--- src/knn_ram.sv ---
// Generic single-port-write, single-port-read RAM with registered read data.
// No dependencies.
module knn_ram #(
	parameter int WIDTH = 8,
	parameter int DEPTH = 16
) (
	input  logic                     clk,
	input  logic                     we,
	input  logic [$clog2(DEPTH)-1:0] waddr,
	input  logic [WIDTH-1:0]         wdata,
	input  logic                     re,
	input  logic [$clog2(DEPTH)-1:0] raddr,
	output logic [WIDTH-1:0]         rdata
);

	logic [WIDTH-1:0] mem [DEPTH];

	always_ff @(posedge clk) begin
		if (we) begin
			mem[waddr] <= wdata;
		end
		if (re) begin
			rdata <= mem[raddr];
		end
	end

endmodule

--- config.mk ---
export PLATFORM = sky130hd
export DESIGN_NAME = knn_ram
export DESIGN_NICKNAME = d
export VERILOG_FILES = /design/src/knn_ram.sv
export SDC_FILE = /design/constraint.sdc
export NUM_CORES = 1
export LEC_CHECK = 0
export ABC_AREA = 1
export CORE_MARGIN = 1.5
export CORE_UTILIZATION = 40
export CTS_CLUSTER_SIZE = 28
export DETAILED_ROUTE_END_ITERATION = 8
export DONT_BUFFER_PORTS = 1
export PLACE_DENSITY = 0.63
export SLEW_MARGIN = 10
export SYNTH_ARGS = -nofsm -noshare
export SYNTH_HDL_FRONTEND = slang
export SYNTH_SLANG_ARGS = --single-unit
--- constraint.sdc ---
create_clock -name clk -period 1.8 [get_ports clk]
set_clock_uncertainty 0.1 [all_clocks]
set_input_delay 0.27 -clock clk [delete_from_list [all_inputs] [get_ports clk]]
set_output_delay 0.27 -clock clk [all_outputs]
set_load 0.005 [all_outputs]
## Yosys cells after proc, flatten, opt, wreduce, memory -nomap -nowiden

Memory sizes are Yosys's and may differ from the RTL's. A register that Yosys moved wholly into a read port is not among the register bits.
Cells that the tools add are included.

| word-level totals | value |
|---|---|
| memories kept | 1 |
| output and inout bits | 8 |
| bits in registers | 0 |
| RAM bits | 128 |

Memories:

| memory | words | width | rd ports | clocked after Yosys merged registers in | wr ports | line | RTL |
|---|---|---|---|---|---|---|---|
| mem | 16 | 8 | 1 | 1 | 1 | 16 | `logic [WIDTH-1:0] mem [DEPTH];` |

| operators by class | value |
|---|---|
| mux-type cells | 2 |

Operator list:

| operator | count |
|---|---|
| two-way mux 1 bit | 2 |

## Depth between registers and ports, before layout

Gate-level depths: netlist of the first run.

| logic depth | value |
|---|---|
| word-level depth | 2 |
| gate-level depth with buffers | 8 |
| depth with buffers taken out | 7 |

## Worst setup path before layout of the first run

No wires, ideal clock.

| path | value |
|---|---|
| path type | input to register |
| start point | input port waddr[2] |
| end point | memory mem[10][0], enable pin |
| stages on the path | 2 |
| data required time | 1.330 ns |
| path slack | 0.479 ns |
| data arrival time | 0.851 ns |
| cells stage by stage | nand3b_1 nor2_1 |

RTL lines:

| element | line | RTL |
|---|---|---|
| from (decl) | 9 | `input logic [$clog2(DEPTH)-1:0] waddr,` |
| to (decl) | 16 |  |

No word-level cell before the write port.

## Worst setup path in the final report of the first run

| path | value |
|---|---|
| start point | input port wdata[2] |
| end point | memory mem[5][2] (data pin) |

RTL lines:

| element | line | RTL |
|---|---|---|
| from (decl) | 10 | `input logic [WIDTH-1:0] wdata,` |

No word-level cell before the write port.

==> results of run 1 <==
-- state kept, by name (all words and copies together) (netlist names) --
| name | count |
|---|---|
| mem | 128 |
| rdata | 8 |
-- final timing paths --
check                                start   endpoint  slack, ns  depth (start not counted)
worst min register to register   mem[6][7]   rdata[7]       0.68                          6
worst min-delay path              raddr[3]   rdata[3]       0.02                          2
worst max register to register  mem[12][5]   rdata[5]       0.55                          6
worst max-delay path              wdata[2]  mem[5][2]       0.42                          1
-- layout by cell type, fill, tap and decap left out --
cell,n
clkinv_4,1
inv_2,2
clkinv_2,6
bufinv_16,2
nand2_1,173
buf_12,2
nand3_1,97
nor2_1,17
inv_1,100
clkinvlp_4,4
clkbuf_16,17
nand3b_1,2
clkinv_1,2
buf_4,18
edfxtp_1,136
dlygate4sd3_1,10
-- final cells by class --
class / count / area (um2)
fillers: 1285 / 7680
flip-flops and latches: 136 / 4080
multi-input cells: 289 / 1210
clock buffers: 17 / 425
inverters: 102 / 383
repair buffers: 30 / 275
well taps: 184 / 230
clock inverters: 15 / 136
-- per-layer routing --
metal,share of wire,global-route usage,up-vias
li1,-,-,1836
met1,0.43,0.236,1828
met2,0.48,0.307,166
met3,0.075,0.0563,17
met4,0.013,0.0526,0
met5,0,0,-
-- through the flow --
stage                     power, mW  cell area, um2  utilization
after detailed placement       3.95            6090        0.422
final                          7.22            6750        0.468
after CTS                      7.27            6750        0.468
after floorplan                3.90            5850            -
after global placement         3.94            6090        0.422
after global routing           7.43            6750        0.468
-- report_power, final --
group	switching (mW)	internal, mW
sequential	0.0234	3.57
combinational	0.241	0.118
clock	1.26	2.01
-- cells by family (layout without fill, tap and decap cells) --
kind of cell	count (synthesis)	after routing	share of synthesized area
AND/OR/NAND/NOR	289	289	0.208
flip-flops	136	136	0.698
buffers and inverters	126	164	0.0939
==> metrics.txt, run 1 <==
Routed Antenna Nets 0; RSZ-0062 raised after global routing no; Ports 27; Synth Instances 551; family with the most delay on the worst path buffers and inverters; most common cell in the netlist nand2_1; final critical-path required period 1.38 ns; Max Clock Freq about 0.73 GHz; Commonest cells post-synth nand2_1 (173), edfxtp_1 (136), inv_1 (100), nand3_1 (97), nor2_1 (17); total CTS buffers 17; Synth async-reset ratio 0; Critical Path AT 1.37 ns; # H-tree levels 4; hold crit path type input pin to flop; global-route wire length before repair slightly above 20,000 um; worst-margin pin slew 0.850 ns; Post-synth top flop edfxtp_1; Setup CP Type input pin to flop; largest net degree at the start of global routing 66; CP required between 1.5 and 2 ns; Startpoint Class input pin; Clock Tree Root clkbuf_16; vias per cell between 4 and 5; vias a little under 4,000; initial antenna violation count 0; most area-hungry cell type in the Yosys netlist edfxtp_1; Max-cap violations 0; Finished Layout Cells roughly 770; vias in the first global route between 3,000 and 4,000; slowest stage delay, CP between 1 and 1.5 ns; DRC violations left 0; antenna cells 0; setup TNS 0 ns; grt ovf 0; CP Buf/Inv Count 1; Final HPWL DP a little over 8000 um; Total Wirelength 13,300 um; top cells by area, synth edfxtp_1 (70%), nand2_1 (11%), nand3_1 (8.3%); synthesized cell area around 5800 um2; row count 44; Post-synth EDFFs about 140; Worst Setup End Kind flop; Layout area overhead 15.4%; number of placed instances with taps included between 700 and 800; clock latency at the later pin of the worst-skew pair 0.41 ns; Clock Tree Buf Depth 2; CORE AREA 14,400 um2; Leakage Power between 2 and 3 nW; Iter 0 DRT Violations a little over 400; CTS Sinks 136; CTS Hold Bufs 10; post-CTS sizing 0; Initial Utilization 0.405; Slowest-stage cell, CP dlygate4sd3_1; Post-Place Worst Slack between 0.2 and 0.3 ns; Final Max Tran Viols 0; setup violators final 0; post-synth top area share 0.698; Die ar. between 15,000 and 20,000 um2; Post-Syn Nets between 500 and 600; Final period util 0.764; CTS clock-pin slew for the worst setup and hold paths around 0.05 ns; die span in x between 100 and 150 um; pwr/cell area 1070 nW/um2; Buffers on Ports 0; GRT Total Usage 0.185; final count of hold timing violations 0; final worst slack approximately 0.42 ns; Die Span Y about 120 um; fin nets between 500 and 600; post-synth cell types 11; syn_area_per_cell about 11 um2; Setup Buffers After CTS 0; share of cells above drive strength 1 0.0883; hold_ws about 0.019 ns; RePlAce Congestion between 0.8 and 0.9; flops & latches, synth 136; synth warn 0; Avg WL per Cell between 15 and 20 um; max_slew headroom 0.431; CTS tree yes; worst-path fanout max 16; outcome completed; Peak VDD IR roughly 0.65 mV; DRT Pass-1 Iters 5; register area share after synthesis 0.698; critical-path cell list dlygate4sd3_1
Power figures use the tool's default switching activity.
==> inputs of run 2 (changes only) <==
Settings changed: ABC_AREA 1 to 0, PLACE_DENSITY 0.63 to 0.65.
Clock period 1.8 ns to 1.15 ns, I/O delays scaled along.
==> run 2 against run 1 <==
  * The run now ends with hold timing, setup timing left
  * Total power rose by 57%
  * Die area is 10% lower
  * Core utilization increased by 4.7 points
  * Wire length decreased by 26%
  * Critical endpoint is now rdata[6]
  * Register-to-register slack lost 0.94 ns
  * Clock power increased by 59%
  * First-iteration DRC count is 38% lower
  * Clock-buffer cell count unchanged
  * Cell area fell by 3.3%
==> metrics.txt, run 2 <==
Die ar. 13,800 um2 (-10%); post-synth cell types 18 (+7); final count of hold timing violations 19 (+19); pwr/cell area 1730 nW/um2 (+62%); Post-Syn Nets 248 (-56%); setup violators final 8 (+8); setup TNS -2.81 ns (-2.81 ns); Largest register FFs 128 (unchanged); CTS tree yes; CTS Sinks 136 (unchanged); worst-margin pin slew 0.870 ns (+0.0204 ns); synthesized cell area 5230 um2 (-11%); Ports 27 (unchanged); synth warn 0 (unchanged); top cells by area, synth edfxtp_1 (78%), mux4_2 (7.8%), mux4_1 (7.0%); Synth Instances 229 (-58%); Final Max Tran Viols 0 (unchanged); Critical Path AT 1.58 ns (+0.21 ns); CP required 1.19 ns (-0.60 ns); Setup Buffers After CTS 0 (unchanged); Iter 0 DRT Violations 253 (-38%); row count 41 (-6.8%); RSZ-0062 raised after global routing yes; CTS Hold Bufs 10 (unchanged); CTS clock-pin slew for the worst setup and hold paths 0.06 ns (about the same); Final HPWL DP 6060 um (-26%); outcome finished with violations; Clock Tree Buf Depth 2 (unchanged); Post-synth top flop edfxtp_1; vias per cell 5.29 (+6.2%); placed cell areas 5810 um2 (-4.5%); final critical-path required period about 1.5 ns; GRT Total Usage 0.159 (-0.0258); clock latency at the later pin of the worst-skew pair 0.41 ns (about the same); worst-path fanout max 1 (-15); total CTS buffers 17 (unchanged); vias in the first global route 2,711 (-29%); share of cells above drive strength 1 0.387 (+0.298); flops & latches, synth 136 (unchanged); # H-tree levels 4 (unchanged); post-synth top area share 0.781 (+0.0828); number of placed instances with taps included 417 (-43%); Max-cap violations 0 (unchanged); Max Clock Freq 0.648 GHz; leading cell type in the layout, fill and taps excluded edfxtp_1; Avg WL per Cell 21.6 um (+25%); antenna cells 0 (unchanged); Clock Tree Root clkbuf_16; Initial Utilization 0.413 (+0.00720); most common cell in the netlist edfxtp_1; Worst Setup End Kind flop; Setup CP Type flop to flop; Synth async-reset ratio 0 (unchanged); DRC violations left 0 (unchanged); register area share after synthesis 0.781 (+0.0828); RePlAce Congestion 0.683 (-21%); DRT Pass-1 Iters 5 (unchanged); Commonest cells post-synth edfxtp_1 (136), mux4_2 (18), a22oi_1 (16), mux4_1 (14), nor2_1 (13); failing checks hold timing, setup timing; syn_area_per_cell 22.8 um2 (+120%); max_slew headroom 0.418 (-0.0139); Top reg by flops mem; Design Area, Final 6530 um2 (-3.3%); Peak VDD IR 1.08 mV (+67%); hold crit path type input pin to flop; Final period util 1.34; Finished Layout Cells 459 (-41%); commonest non-fill, non-tap cells in the layout edfxtp_1 (136), mux4_2 (32), clkbuf_16 (17); Startpoint Class flop; Routed Antenna Nets 0 (unchanged); Leakage Power 2.06 nW (-28%); hold_ws -0.0105 ns (-0.0299 ns); Post-synth EDFFs 136 (unchanged); Largest regs mem: 128 flops, rdata: 8 flops; global-route wire length before repair 15,800 um (-24%); final worst slack -0.393 ns (-0.818 ns); Buffers on Ports 0 (unchanged); largest net degree at the start of global routing 33 (-50%); fin nets 293 (-51%); Post-Place Worst Slack -0.457 ns (-0.733 ns); CORE AREA 12,700 um2 (-12%); Layout area overhead 24.8%; Die Span Y 117 um (-5.3%); die span in x 117 um (-5.3%); initial antenna violation count 0 (unchanged); Total Wirelength 9910 um (-26%); vias 2,427 (-37%); grt ovf 0 (unchanged); most area-hungry cell type in the Yosys netlist edfxtp_1
-- run 2: cell count changes in the layout (fill, tap and decap cells not counted), sizes merged, moves of 2 or more --
cell    before  now
nor3         0    4
nor2        17   13
clkinv       9    6
nand2b       0    2
buf         20   26
a22oi        0   16
mux4         0   32
nand2      173    9
nand3       97    1
inv        102    2
-- run 2: area by class of cell --
class | instances | area [um2]
multi-input combinational | 83 | 1160
fill | 998 | 6150
tap | 172 | 215
clock inverter | 15 | 154
clock buffer | 17 | 425
timing repair buffer | 36 | 485
sequential | 136 | 4080
-- run 2: repair_timing --
| action | 4_1_cts | 5_1_grt |
|---|---|---|
| endpoints found under the setup margin | 9 | 34 |
| endpoints found under the hold margin | 160 | 24 |
| resized for setup | 4 | 5 |
| pin swaps | 1 | 2 |
-- run 2: cell families (layout without fill, tap and decap cells) --
group / Yosys count / count (layout) / share of synthesized area
buffers and inverters: 10 / 68 / 0.0165
muxes: 32 / 32 / 0.148
and+or+nand+nor: 35 / 35 / 0.0314
AOI/OAI and AO/OA: 16 / 16 / 0.0230
DFF: 136 / 136 / 0.781
-- run 2: critical path: stages (launching register included) --
cell	delay [ns]
edfxtp_1	0.38
mux4_2	0.47
a22oi_1	0.23
nand2_2	0.10
-- run 2: routing by layer --
layer	global-route usage	vias up	wire (um)	share of wire
met5	0	-	0	0
met4	0.0517	0	65	0.0066
li1	-	1058	-	-
met3	0.0462	4	669	0.068
met1	0.207	1269	3920	0.40
met2	0.260	96	5250	0.53
-- run 2: where the power goes --
part / total [mW] / internal, mW / switching, mW
Clock: 5.19 / 3.19 / 2.01
Combinational: 0.496 / 0.253 / 0.243
Sequential: 5.62 / 5.59 / 0.0351
-- run 2: final timing paths --
| kind | from | endpoint | slack [ns] | cells after the start |
|---|---|---|---|---|
| max reg2reg | mem[8][6] | rdata[6] | -0.39 | 3 |
| min | waddr[0] | mem[4][7] | -0.01 | 2 |
| max | mem[8][6] | rdata[6] | -0.39 | 3 |
| min reg2reg | mem[14][3] | rdata[3] | 0.66 | 3 |
-- run 2: per-stage QoR --
step            util  power, mW
2_1_floorplan      -       6.05
3_3_place_gp   0.459       6.11
3_5_place_dp   0.459       6.12
4_1_cts        0.514       11.4
5_1_grt        0.515       11.7
6_report       0.515       11.3
